<file path="config.mk">
export PLATFORM = sky130hd
export DESIGN_NAME = stereo_halfband_decimator_unit_flat
export DESIGN_NICKNAME = d
export VERILOG_FILES = /design/src/rtl/shd_pkg.sv /design/src/rtl/shd_if.sv /design/src/rtl/shd_psum_mem.sv /design/src/rtl/stereo_halfband_decimator_unit.sv /design/src/flat_wrapper.sv
export SDC_FILE = /design/constraint.sdc
export NUM_CORES = 2
export LEC_CHECK = 0
export ABC_AREA = 1
export BUFFER_PORTS_ARGS = -buffer_cell sky130_fd_sc_hd__buf_2
export CAP_MARGIN = 20
export CORE_ASPECT_RATIO = 1.2
export CORE_MARGIN = 2
export CORE_UTILIZATION = 45
export CTS_BUF_LIST = sky130_fd_sc_hd__clkbuf_16
export DETAILED_ROUTE_END_ITERATION = 12
export GPL_TIMING_DRIVEN = 1
export PLACE_DENSITY = 0.63
export SETUP_SLACK_MARGIN = 0.4
export SYNTH_ARGS = -nofsm -noshare
export SYNTH_HDL_FRONTEND = slang
export SYNTH_SLANG_ARGS = --single-unit
</file>
<file path="constraint.sdc">
create_clock -name clock -period 10.4 [get_ports clock]
set_clock_uncertainty 0.1 [all_clocks]
set_input_delay 2.6 -clock clock [delete_from_list [all_inputs] [get_ports clock]]
set_output_delay 2.6 -clock clock [all_outputs]
set_load 0.01 [all_outputs]
</file>
<file path="src/rtl/shd_pkg.sv">
// ----------------------------------------------------------------------------
// shd_pkg
// Shared widths, tap table, memory port types and the output rounding
// function of the stereo halfband decimator.
// ----------------------------------------------------------------------------
package shd_pkg;

   localparam int SAMPLE_W   = 24;
   localparam int SUM_W      = SAMPLE_W + 16;
   localparam int COEF_W     = 14;
   localparam int PROD_W     = SAMPLE_W + COEF_W;
   localparam int COEF_SHIFT = 14;
   localparam int CENTRE_SHIFT = 13;
   localparam int TAP_COUNT  = 9;
   localparam int IDX_W      = $clog2(TAP_COUNT);
   localparam int STEP_W     = $clog2(TAP_COUNT + 1);
   localparam int SHIFT_W    = SUM_W + 1 - COEF_SHIFT;

   localparam logic [STEP_W-1:0] OUT_STEP    = STEP_W'(0);
   localparam logic [STEP_W-1:0] CENTRE_STEP = STEP_W'(5);
   localparam logic [STEP_W-1:0] LAST_STEP   = STEP_W'(TAP_COUNT);

   // one coefficient per step: output tap, then r8 down to r0
   localparam logic signed [COEF_W-1:0] TAP_COEF [TAP_COUNT+1] = '{
      14'sd18, -14'sd116, 14'sd429, -14'sd1277, 14'sd5042,
      14'sd5042, -14'sd1277, 14'sd429, -14'sd116, 14'sd18
   };

   localparam logic signed [SUM_W:0] ROUND_BIAS = (SUM_W+1)'(2 ** (COEF_SHIFT - 1));
   localparam logic signed [SHIFT_W-1:0] SAT_HI = SHIFT_W'(2 ** (SAMPLE_W - 1) - 1);
   localparam logic signed [SHIFT_W-1:0] SAT_LO = ~SAT_HI;

   typedef struct packed {
      logic             en;
      logic             ch;
      logic [IDX_W-1:0] idx;
   } psum_rd_type;

   typedef struct packed {
      logic                    en;
      logic                    ch;
      logic [IDX_W-1:0]        idx;
      logic signed [SUM_W-1:0] data;
   } psum_wr_type;

   function automatic logic signed [SAMPLE_W-1:0] round_sat(
      input logic signed [SUM_W-1:0] acc
   );
      logic signed [SUM_W:0]     biased;
      logic signed [SHIFT_W-1:0] shifted;
      logic signed [SHIFT_W-1:0] clipped;
      biased  = (SUM_W+1)'(acc) + ROUND_BIAS;
      shifted = signed'(biased[SUM_W:COEF_SHIFT]);
      if (shifted > SAT_HI) begin
         clipped = SAT_HI;
      end else if (shifted < SAT_LO) begin
         clipped = SAT_LO;
      end else begin
         clipped = shifted;
      end
      return clipped[SAMPLE_W-1:0];
   endfunction

endpackage

</file>
<file path="src/rtl/shd_if.sv">
// ----------------------------------------------------------------------------
// shd_if
// Valid/ready stream interfaces for frame pairs in and decimated frames out.
// ----------------------------------------------------------------------------
interface shd_req_if import shd_pkg::*; ();
   logic                       valid;
   logic                       ready;
   logic signed [SAMPLE_W-1:0] left_even;
   logic signed [SAMPLE_W-1:0] right_even;
   logic signed [SAMPLE_W-1:0] left_odd;
   logic signed [SAMPLE_W-1:0] right_odd;

   modport source (output valid, left_even, right_even, left_odd, right_odd, input ready);
   modport sink   (input valid, left_even, right_even, left_odd, right_odd, output ready);
endinterface

interface shd_rsp_if import shd_pkg::*; ();
   logic                       valid;
   logic                       ready;
   logic signed [SAMPLE_W-1:0] out_left;
   logic signed [SAMPLE_W-1:0] out_right;

   modport source (output valid, out_left, out_right, input ready);
   modport sink   (input valid, out_left, out_right, output ready);
endinterface

</file>
<file path="src/rtl/shd_psum_mem.sv">
// ----------------------------------------------------------------------------
// shd_psum_mem
// Partial sum store, two channels by nine entries, one read and one write
// port, registered read; entries never written since reset read as zero.
// ----------------------------------------------------------------------------
module shd_psum_mem import shd_pkg::*; (
   input  logic                    clock,
   input  logic                    reset,
   input  psum_rd_type             rd_req,
   output logic signed [SUM_W-1:0] rd_data,
   input  psum_wr_type             wr_req
);

   logic signed [SUM_W-1:0] mem_ff [2][TAP_COUNT];
   logic                    written_ff [2][TAP_COUNT];
   logic signed [SUM_W-1:0] rd_data_ff;
   logic                    rd_hit_ff;

   always_ff @(posedge clock) begin
      if (wr_req.en) begin
         mem_ff[wr_req.ch][wr_req.idx] <= wr_req.data;
      end
      if (rd_req.en) begin
         rd_data_ff <= mem_ff[rd_req.ch][rd_req.idx];
      end
   end

   always_ff @(posedge clock) begin
      if (reset) begin
         for (int c = 0; c < 2; c++) begin
            for (int i = 0; i < TAP_COUNT; i++) begin
               written_ff[c][i] <= 1'b0;
            end
         end
         rd_hit_ff <= 1'b0;
      end else begin
         if (wr_req.en) begin
            written_ff[wr_req.ch][wr_req.idx] <= 1'b1;
         end
         if (rd_req.en) begin
            rd_hit_ff <= written_ff[rd_req.ch][rd_req.idx];
         end
      end
   end

   assign rd_data = rd_hit_ff ? rd_data_ff : '0;

endmodule

</file>
<file path="src/rtl/stereo_halfband_decimator_unit.sv">
// Each word passes the holding register, a left and a right sequencer pass, the add
// and finish stages and the output register; the single shared multiplier forms ten
// products per channel, one per cycle, while partial sums stream through the memory.
// A word is taken into a holding register while the previous one is still in work.
// Reset (synchronous) clears the sequencer, the handshakes and the partial-sum
// valid bits, so the filter restarts from zero state at once, with no clearing pass.
// ----------------------------------------------------------------------------
// stereo_halfband_decimator_unit
// 19-tap halfband decimate-by-two for stereo words, transposed polyphase form,
// partial sums held in a read-modify-write memory.
// ----------------------------------------------------------------------------
module stereo_halfband_decimator_unit import shd_pkg::*; (
   input  logic      clock,
   input  logic      reset,
   shd_req_if.sink   req_port,
   shd_rsp_if.source rsp_port
);

   // input holding register
   logic                       buf_valid_ff, buf_valid_in;
   logic signed [SAMPLE_W-1:0] buf_le_ff, buf_re_ff, buf_lo_ff, buf_ro_ff;

   // current word
   logic signed [SAMPLE_W-1:0] cur_le_ff, cur_re_ff, cur_lo_ff, cur_ro_ff;

   // sequencer
   logic              active_ff, active_in;
   logic [STEP_W-1:0] step_ff, step_in;
   logic              ch_ff, ch_in;
   logic              last_issue, out_free, load;

   // issue stage
   logic signed [SAMPLE_W-1:0] x0, x1;
   psum_rd_type                rd_req;
   psum_wr_type                wr_req;
   logic signed [SUM_W-1:0]    rd_data;

   // add stage
   logic                       b_valid_ff;
   logic [STEP_W-1:0]          b_step_ff;
   logic                       b_ch_ff;
   logic signed [PROD_W-1:0]   prod_ff, prod_in;
   logic signed [SUM_W-1:0]    centre_ff, centre_in;
   logic signed [SUM_W-1:0]    base, sum_b;

   // finish stage
   logic                       c_valid_ff, c_ch_ff;
   logic signed [SUM_W-1:0]    acc_ff;
   logic signed [SAMPLE_W-1:0] fin;
   logic signed [SAMPLE_W-1:0] left_hold_ff;

   // output register
   logic                       rsp_valid_ff, rsp_valid_in;
   logic signed [SAMPLE_W-1:0] rsp_left_ff, rsp_right_ff;

   assign req_port.ready = !buf_valid_ff;
   assign last_issue     = active_ff && ch_ff && (step_ff == LAST_STEP);
   // the previous result is already in the output register when a word starts
   assign out_free       = !rsp_valid_ff || rsp_port.ready;
   assign load           = buf_valid_ff && out_free && (!active_ff || last_issue);

   always_comb begin
      buf_valid_in = buf_valid_ff;
      if (load) begin
         buf_valid_in = 1'b0;
      end
      if (req_port.valid && req_port.ready) begin
         buf_valid_in = 1'b1;
      end
   end

   always_comb begin
      active_in = active_ff;
      step_in   = step_ff;
      ch_in     = ch_ff;
      if (load) begin
         active_in = 1'b1;
         step_in   = OUT_STEP;
         ch_in     = 1'b0;
      end else if (active_ff) begin
         if (step_ff == LAST_STEP) begin
            step_in = OUT_STEP;
            if (ch_ff) begin
               active_in = 1'b0;
            end else begin
               ch_in = 1'b1;
            end
         end else begin
            step_in = step_ff + STEP_W'(1);
         end
      end
   end

   assign x0 = ch_ff ? cur_re_ff : cur_le_ff;
   assign x1 = ch_ff ? cur_ro_ff : cur_lo_ff;

   // step s reads r[8-s]; the last step starts a fresh r0 from zero
   always_comb begin
      rd_req.en  = active_ff && (step_ff != LAST_STEP);
      rd_req.ch  = ch_ff;
      rd_req.idx = IDX_W'(TAP_COUNT - 1) - IDX_W'(step_ff);
   end

   assign prod_in   = PROD_W'(x0) * PROD_W'(TAP_COEF[step_ff]);
   assign centre_in = (step_ff == CENTRE_STEP) ? (SUM_W'(x1) <<< CENTRE_SHIFT) : '0;

   assign base  = (b_step_ff == LAST_STEP) ? '0 : rd_data;
   assign sum_b = base + SUM_W'(prod_ff) + centre_ff;

   // step s writes r[9-s]; step zero is the output tap
   always_comb begin
      wr_req.en   = b_valid_ff && (b_step_ff != OUT_STEP);
      wr_req.ch   = b_ch_ff;
      wr_req.idx  = IDX_W'(TAP_COUNT) - IDX_W'(b_step_ff);
      wr_req.data = sum_b;
   end

   shd_psum_mem u_psum_mem (
      .clock   (clock),
      .reset   (reset),
      .rd_req  (rd_req),
      .rd_data (rd_data),
      .wr_req  (wr_req)
   );

   assign fin = round_sat(acc_ff);

   always_comb begin
      rsp_valid_in = rsp_valid_ff;
      if (rsp_port.ready) begin
         rsp_valid_in = 1'b0;
      end
      if (c_valid_ff && c_ch_ff) begin
         rsp_valid_in = 1'b1;
      end
   end

   always_ff @(posedge clock) begin
      if (reset) begin
         buf_valid_ff <= 1'b0;
         active_ff    <= 1'b0;
         step_ff      <= OUT_STEP;
         ch_ff        <= 1'b0;
         b_valid_ff   <= 1'b0;
         c_valid_ff   <= 1'b0;
         rsp_valid_ff <= 1'b0;
      end else begin
         buf_valid_ff <= buf_valid_in;
         active_ff    <= active_in;
         step_ff      <= step_in;
         ch_ff        <= ch_in;
         b_valid_ff   <= active_ff;
         c_valid_ff   <= b_valid_ff && (b_step_ff == OUT_STEP);
         rsp_valid_ff <= rsp_valid_in;
      end
   end

   always_ff @(posedge clock) begin
      if (req_port.valid && req_port.ready) begin
         buf_le_ff <= req_port.left_even;
         buf_re_ff <= req_port.right_even;
         buf_lo_ff <= req_port.left_odd;
         buf_ro_ff <= req_port.right_odd;
      end
      if (load) begin
         cur_le_ff <= buf_le_ff;
         cur_re_ff <= buf_re_ff;
         cur_lo_ff <= buf_lo_ff;
         cur_ro_ff <= buf_ro_ff;
      end
      b_step_ff <= step_ff;
      b_ch_ff   <= ch_ff;
      prod_ff   <= prod_in;
      centre_ff <= centre_in;
      c_ch_ff   <= b_ch_ff;
      acc_ff    <= sum_b;
      if (c_valid_ff && !c_ch_ff) begin
         left_hold_ff <= fin;
      end
      if (c_valid_ff && c_ch_ff) begin
         rsp_left_ff  <= left_hold_ff;
         rsp_right_ff <= fin;
      end
   end

   assign rsp_port.valid     = rsp_valid_ff;
   assign rsp_port.out_left  = rsp_left_ff;
   assign rsp_port.out_right = rsp_right_ff;

`ifndef SYNTHESIS
   a_no_same_entry: assert property (@(posedge clock) disable iff (reset)
      !(rd_req.en && wr_req.en && (rd_req.ch == wr_req.ch) && (rd_req.idx == wr_req.idx)))
      else $error("partial sum read and write hit the same entry");

   a_no_overwrite: assert property (@(posedge clock) disable iff (reset)
      (c_valid_ff && c_ch_ff) |-> !rsp_valid_ff)
      else $error("result word overwritten before it was taken");

   a_step_range: assert property (@(posedge clock) disable iff (reset)
      active_ff |-> (step_ff <= LAST_STEP))
      else $error("sequencer step out of range");

   a_rsp_source: assert property (@(posedge clock) disable iff (reset)
      $rose(rsp_valid_ff) |-> $past(c_valid_ff && c_ch_ff))
      else $error("result word raised without a finished right channel");

   a_one_output_per_pass: assert property (@(posedge clock) disable iff (reset)
      (c_valid_ff && !c_ch_ff) |=> !c_valid_ff)
      else $error("two output taps in consecutive cycles");
`endif

endmodule

</file>
<file path="src/flat_wrapper.sv">
// flat-port wrapper written by rule: the top's interface ports become plain ports
module stereo_halfband_decimator_unit_flat import shd_pkg::*;
  (clock, reset, req_port_valid, req_port_left_even, req_port_right_even, req_port_left_odd, req_port_right_odd, req_port_ready, rsp_port_valid, rsp_port_out_left, rsp_port_out_right, rsp_port_ready);
  shd_req_if req_port_i ();
  shd_rsp_if rsp_port_i ();
  input  logic clock;
  input  logic reset;
  input wire logic [$bits(req_port_i.valid)-1:0] req_port_valid;
  input wire logic [$bits(req_port_i.left_even)-1:0] req_port_left_even;
  input wire logic [$bits(req_port_i.right_even)-1:0] req_port_right_even;
  input wire logic [$bits(req_port_i.left_odd)-1:0] req_port_left_odd;
  input wire logic [$bits(req_port_i.right_odd)-1:0] req_port_right_odd;
  output wire logic [$bits(req_port_i.ready)-1:0] req_port_ready;
  output wire logic [$bits(rsp_port_i.valid)-1:0] rsp_port_valid;
  output wire logic [$bits(rsp_port_i.out_left)-1:0] rsp_port_out_left;
  output wire logic [$bits(rsp_port_i.out_right)-1:0] rsp_port_out_right;
  input wire logic [$bits(rsp_port_i.ready)-1:0] rsp_port_ready;
  assign req_port_i.valid = req_port_valid;
  assign req_port_i.left_even = req_port_left_even;
  assign req_port_i.right_even = req_port_right_even;
  assign req_port_i.left_odd = req_port_left_odd;
  assign req_port_i.right_odd = req_port_right_odd;
  assign req_port_ready = req_port_i.ready;
  assign rsp_port_valid = rsp_port_i.valid;
  assign rsp_port_out_left = rsp_port_i.out_left;
  assign rsp_port_out_right = rsp_port_i.out_right;
  assign rsp_port_i.ready = rsp_port_ready;
  stereo_halfband_decimator_unit u_core (.clock(clock), .reset(reset), .req_port(req_port_i), .rsp_port(rsp_port_i));
endmodule
</file>
After elaboration in Yosys (flattened, before gate mapping):

Memory sizes are Yosys's and may differ from the RTL's. A register that Yosys moved wholly into a read port is not among the register bits.
Index checks and enable logic that the tools add are counted.
Widths: inputs -> output; s select.

* add/subtract/negate cells: 6
* multipliers: 1
* div/mod/pow operators: 0
* $lt $le $gt $ge: 6
* equality and inequality tests: 4
* shift operators: 0
* muxes and demuxes: 40
* bitwise logic cells: 3
* reductions and logical operators: 24

Operators by type and width (count)
* $mux 360: 1
* $mux 40: 5
* $bmux 40 s4: 1
* $demux 40 s4: 1
* $mux 24: 4
* $add 40x15->41 const B: 1
* $add 40x37->40: 1
* $add 40x38->40: 1
* $mul 24x14->38: 1
* $mux 14: 2
* $gt 27x24->1 const B: 1
* $lt 27x24->1 const B: 1
* $mux 9: 3
* $mux 1: 20
* $ge 5x5->1 const B: 3
* $not 4->5: 3
* $logic_and 1x1->1: 11
* $reduce_or 9->1: 1
* $eq 4x4->1 const B: 2
* $sub 4x4->4 const A: 2
* $lt 5x1->1 const B: 1
* $add 4x1->4 const B: 1
* $bmux 1 s4: 1
* $demux 1 s4: 1
* 10 further kinds: 15

* register bits: 436
* latch bits: 0
* RAM bits: 738
* bits in read-only memories: 224
* input bits: 100
* output and inout bits: 50
* logic and storage cells: 114
* memories kept: 3

Memory list
* u_core.u_psum_mem.mem_ff: words 2, bits a word 360, read ports 1, clocked after Yosys merged registers in 1, write ports 1, line shd_psum_mem.sv:14 `logic signed [SUM_W-1:0] mem_ff [2][TAP_COUNT];`
* (no name shown): words 16, bits a word 14, read ports 1, clocked after Yosys merged registers in 0, write ports 0, line stereo_halfband_decimator_unit.sv:104 `assign prod_in = PROD_W'(x0) * PROD_W'(TAP_COEF[step_ff]);`
* u_core.u_psum_mem.written_ff: words 2, bits a word 9, read ports 1, clocked after Yosys merged registers in 1, write ports 2, line shd_psum_mem.sv:15 `logic written_ff [2][TAP_COUNT];`

Logic depth before layout (Yosys ltp):

* word-level depth: 9
* depth in mapped cells: 38
* mapped depth without buffers: 34

Modules after synthesis:

From an unflattened synthesis, not the netlist that was laid out.

* cells, all modules: 5602
* area, all modules: 59164.2 um2

By module, submodules not included
* shd_psum_mem: times used 1, cells an instance 2598, area an instance 31377.6 um2, seq. area each 23382.4 um2
* stereo_halfband_decimator_unit: times used 1, cells an instance 3004, area an instance 27786.6 um2, seq. area each 10029.6 um2

Worst setup path after synthesis:

OpenSTA, ideal clock, no wires.

* kind: input-to-reg
* start: in rsp_port_ready
* end: reg (tool-made name)
* library setup time: 132 ps
* arrival: 7265 ps
* required time: 10168 ps
* path slack: 2903 ps
* stages: 7
* buffers on the path: 0
* path through: inv_1 -> nand2_1 -> nand2_1 -> nor2_1 -> nor2_1 -> inv_1 -> a21oi_1

RTL lines
* from (decl): line flat_wrapper.sv:17 `input wire logic [$bits(rsp_port_i.ready)-1:0] rsp_port_ready;`

Final worst setup path:

* start: reg u_core.step_ff[0]
* end: reg u_core.prod_ff[37]

* cells in the longest elaborated chain, start to end: 5

Ends and longest elaborated chain
* from (decl): line stereo_halfband_decimator_unit.sv:28 `logic [STEP_W-1:0] step_ff, step_in;`
* from (signal assigned): line stereo_halfband_decimator_unit.sv:150 `step_ff <= step_in;`
* $not 4->5 (implied by the code): line stereo_halfband_decimator_unit.sv:104
* $mem_v2 16x14
* $mux 14 (implied by the code) (2 in a row): line stereo_halfband_decimator_unit.sv:104
* $mul 24x14->38: line stereo_halfband_decimator_unit.sv:104
* via u_core.prod_in[37]: line stereo_halfband_decimator_unit.sv:42 `logic signed [PROD_W-1:0] prod_ff, prod_in;`
* to (signal assigned): line stereo_halfband_decimator_unit.sv:173 `prod_ff <= prod_in;`
* to (decl): line stereo_halfband_decimator_unit.sv:42

The timed path passes the listed nets, and every way through them passes these cells. The select of a mux whose other input is x is not followed.
A chain may end at the register's enable or synchronous reset.

==> run summary <==
### Clock network
- **latest clock arrival within the worst-skew pair** 0.76 ns
- **buffer levels on the longest clock path** 3
- **CTS H-tree depth** 3
- **number of buffers created by CTS** 111
- **number of gates resized after CTS** 0
- **TritonCTS clock tree** built
- **root buffer selected by CTS** clkbuf_16
- **CTS sink cnt** 1149
- **clock input transition at the sequential cells of the worst setup and hold paths** 0.07 ns
- **number of buffers inserted by hold repair at cts** 0
- **Setup Fix Bufs, Post-CTS** 0

### Worst setup path
- **required time at the worst-slack endpoint** 10.93 ns
- **maximum fanout encountered on the critical timing path** 65
- **Setup crit start kind** flop
- **Critical Path AT** 8.06 ns
- **crit end category** flop
- **critical path start-end classification** reg2reg

### Yosys
- **async set or reset register ratio after synthesis** 0%
- **share of the yosys chip area belonging to registers** 57.1%
- **adder and majority gate portion of the synthesized area** 14.3%
- **portion of netlist area occupied by mux cells** 0.479%
- **synthesis-stage register bit count** 1149
- **compound-gate portion of the synthesized area** 7.09%
- **number of nets in the synthesized netlist** 5956
- **cells after synthesis** 5373
- **post-synthesis xor/xnor area fraction** 1.08%
- **post-synthesis average cell area** 10.9 µm²
- **simple-gate portion of the synthesized area** 13.9%
- **total standard cell area after synthesis** 58500 µm²
- **main combinational cell family by area after synthesis** adder cells
- **number of distinct library cells after synthesis** 52
- **Post-synth top flop** edfxtp_1
- **number of enable flip-flop cells after synthesis** 1042
- **warnings from Yosys** 0

### Route
- **antenna viol nets, final** 0
- **vias post-DR** 38900
- **final routed wire length divided by cell count** 21.3 µm
- **number of detailed-route iterations in the first pass** 7
- **Initial DRC Count** 3176
- **wire length reported by the detailed router** 155 mm
- **number of remaining DRC errors** 0
- **routed vias/inst** 5.33

### GRT
- **overall track demand over capacity in global routing** 23.5%
- **initial antenna violation count** 1
- **vias in the first global route** 39300
- **largest net degree at the start of global routing** 192
- **residual overflow from global routing** 0
- **global-route wire length before repair** 236 mm

### Pwr
- **overall power of the completed layout** 19.5 mW
- **power density normalized to cell area** 299 nW/µm²
- **leakage component of the power** 26.5 nW
- **highest ir drop seen on vdd** 0.322 mV

### Die
- **die outline area** 133000 µm²
- **ports placed on the boundary** 150
- **Initial Util** 45.1%
- **floorplan core area** 130000 µm²
- **Core Rows** 145
- **Horiz. Die Dim** 333 µm
- **DIE HEIGHT** 399 µm

### Finish
- **layout filler cell count** 11500
- **most common library cell in the layout ignoring fill and taps** edfxtp_1
- **final instance area** 65100 µm²
- **Final Net Count** 6093
- **Area Overhead vs Synth** 11.1%
- **layout cell share with drive strength beyond 1** 8.58%
- **filler-free cell count of the finished design** 7294
- **commonest non-fill, non-tap cells in the layout** 1042 x edfxtp_1, 1007 x nand2_1, 768 x nor2_1, 659 x inv_1, 370 x o21ai_0

### STA
- **highest attainable clock frequency** 133 MHz
- **Fin. Hold Viols** 0
- **# setup viols final** 0
- **final slew viol count** 0
- **setup repair after global routing missed its margin** no
- **worst relative slew slack** 14.0%
- **pin slew with the least headroom to its limit** 1.29 ns
- **total negative setup slack** 0 ns
- **crit path time final** 7.53 ns
- **final clock period utilization by the worst path** 72.4%

### Run
- **max cap viols** 0

### Placement
- **final weighted congestion in routability-driven placement** 0.960
- **buffers added on ports** 149
- **Post-Place Cells** 7084
- **HPWL after detailed placement** 104 mm
- **post-detailed-placement cell area** 61100 µm²

### Run status
- **result of the run** finished, final reports clean

### Worst hold path
- **Hold Crit Class** reg2reg

-- per-stage QoR --
| step | utilization, % | hold slack [ns] | setup WS, ns |
|---|---|---|---|
| after floorplan | - | 0.226 | 2.90 |
| after global placement | 47.1 | 0.301 | 2.91 |
| after detailed placement | 47.1 | 0.305 | 2.89 |
| after CTS | 50.1 | 0.281 | 2.85 |
| after global routing | 50.1 | 0.292 | 2.41 |
| final | 50.1 | 0.279 | 2.87 |
-- worst max-delay path, cell delays in order (launching register included) --
cell	delay, ns
dfxtp_4	0.72
buf_4	0.75
nand2_1	0.24
a31oi_4	0.37
inv_4	0.23
nor2_2	0.25
fa_1	0.56
inv_1	0.18
fa_1	0.46
fa_1	0.54
inv_1	0.05
fa_1	0.51
inv_1	0.06
fa_1	0.52
inv_1	0.06
fa_1	0.48
ha_1	0.40
nand2_1	0.11
nor2_1	0.19
nor3b_1	0.27
nand3_1	0.11
nand3_1	0.12
inv_1	0.05
nand2_1	0.05
nand2_1	0.05
-- cell type report --
class | count | area (µm²) | share of cell area, %
Inverter | 676 | 2550 | 3.92
Sequential cell | 1149 | 33400 | 51.4
Multi-Input combinational cell | 3351 | 21700 | 33.4
Tap cell | 1690 | 2110 | 3.25
Antenna cell | 1 | 2.50 | 0.00385
Clock buffer | 111 | 2780 | 4.27
Clock inverter | 95 | 1130 | 1.73
Timing Repair Buffer | 221 | 1290 | 1.98
-- flip-flops by register name, indices dropped and copies added (netlist names), 27 cells and up, named ones only --
| signal | flops |
|---|---|
| u_core.u_psum_mem.rd_data_ff | 40 |
| u_core.u_psum_mem.mem_ff | 720 |
| u_core.acc_ff | 27 |
| u_core.prod_ff | 38 |
-- power breakdown --
group	internal [mW]	switching [mW]	leakage, nW
logic	2.79	6.12	14.2
clock network	2.48	1.80	1.93
registers	6.09	0.198	10.4
total	11.4	8.11	26.5
-- path summary, 6_finish.rpt --
| check | start | end | slack (ns) | depth (start not counted) |
|---|---|---|---|---|
| max | u_core.step_ff[0] | u_core.prod_ff[37] | 2.87 | 24 |
| min | u_core.buf_lo_ff[7] | u_core.cur_lo_ff[7] | 0.28 | 0 |
| min reg2reg | u_core.buf_lo_ff[7] | u_core.cur_lo_ff[7] | 0.28 | 0 |
| max reg2reg | u_core.step_ff[0] | u_core.prod_ff[37] | 2.87 | 24 |
-- routing by layer --
| layer | wire length [µm] | track usage, % | vias up |
|---|---|---|---|
| li1 | - | - | 18200 |
| met1 | 62100 | 29.1 | 19200 |
| met2 | 78900 | 42.1 | 1279 |
| met3 | 8370 | 2.70 | 297 |
| met4 | 5700 | 9.27 | 0 |
| met5 | 0 | 0 | - |
-- cell usage after synthesis (4+ instances only) --
| cell | number | area, µm² |
|---|---|---|
| a21oi_1 | 91 | 455 |
| buf_1 | 15 | 56.3 |
| buf_2 | 70 | 350 |
| buf_4 | 16 | 120 |
| buf_6 | 14 | 158 |
| clkbuf_1 | 79 | 297 |
| clkinv_1 | 6 | 22.5 |
| dfxtp_1 | 107 | 2140 |
| edfxtp_1 | 1042 | 31300 |
| fa_1 | 313 | 6270 |
| ha_1 | 170 | 2130 |
| inv_1 | 652 | 2450 |
| inv_2 | 16 | 60.1 |
| mux2i_1 | 28 | 280 |
| nand2_1 | 1007 | 3780 |
| nand2_2 | 9 | 56.3 |
| nand3_1 | 151 | 756 |
| nand3b_1 | 4 | 30.0 |
| nand4_1 | 25 | 156 |
| nor2_1 | 789 | 2960 |
| nor2_2 | 8 | 50.1 |
| nor2_4 | 7 | 78.8 |
| nor3_1 | 21 | 105 |
| nor4_1 | 6 | 37.5 |
| o211ai_1 | 36 | 270 |
| o21ai_0 | 370 | 1850 |
| o21ai_1 | 73 | 365 |
| o21ai_2 | 6 | 52.6 |
| o21bai_1 | 11 | 82.6 |
| o221ai_1 | 54 | 473 |
| o22ai_1 | 76 | 475 |
| or2_2 | 5 | 31.3 |
| xnor2_1 | 17 | 149 |
| xor2_1 | 55 | 482 |
-- cell families (layout without fill, tap and decap cells) --
group,Yosys count,in the layout
AOI/OAI and AO/OA,728,728
xor gates and xnor gates,72,72
adders and majority gates,483,483
buffers and inverters,873,1103
DFF,1149,1149
muxes,28,28
other,0,1
and+or+nand+nor,2040,2040
Note: power is estimated with default switching activity, not from simulation.
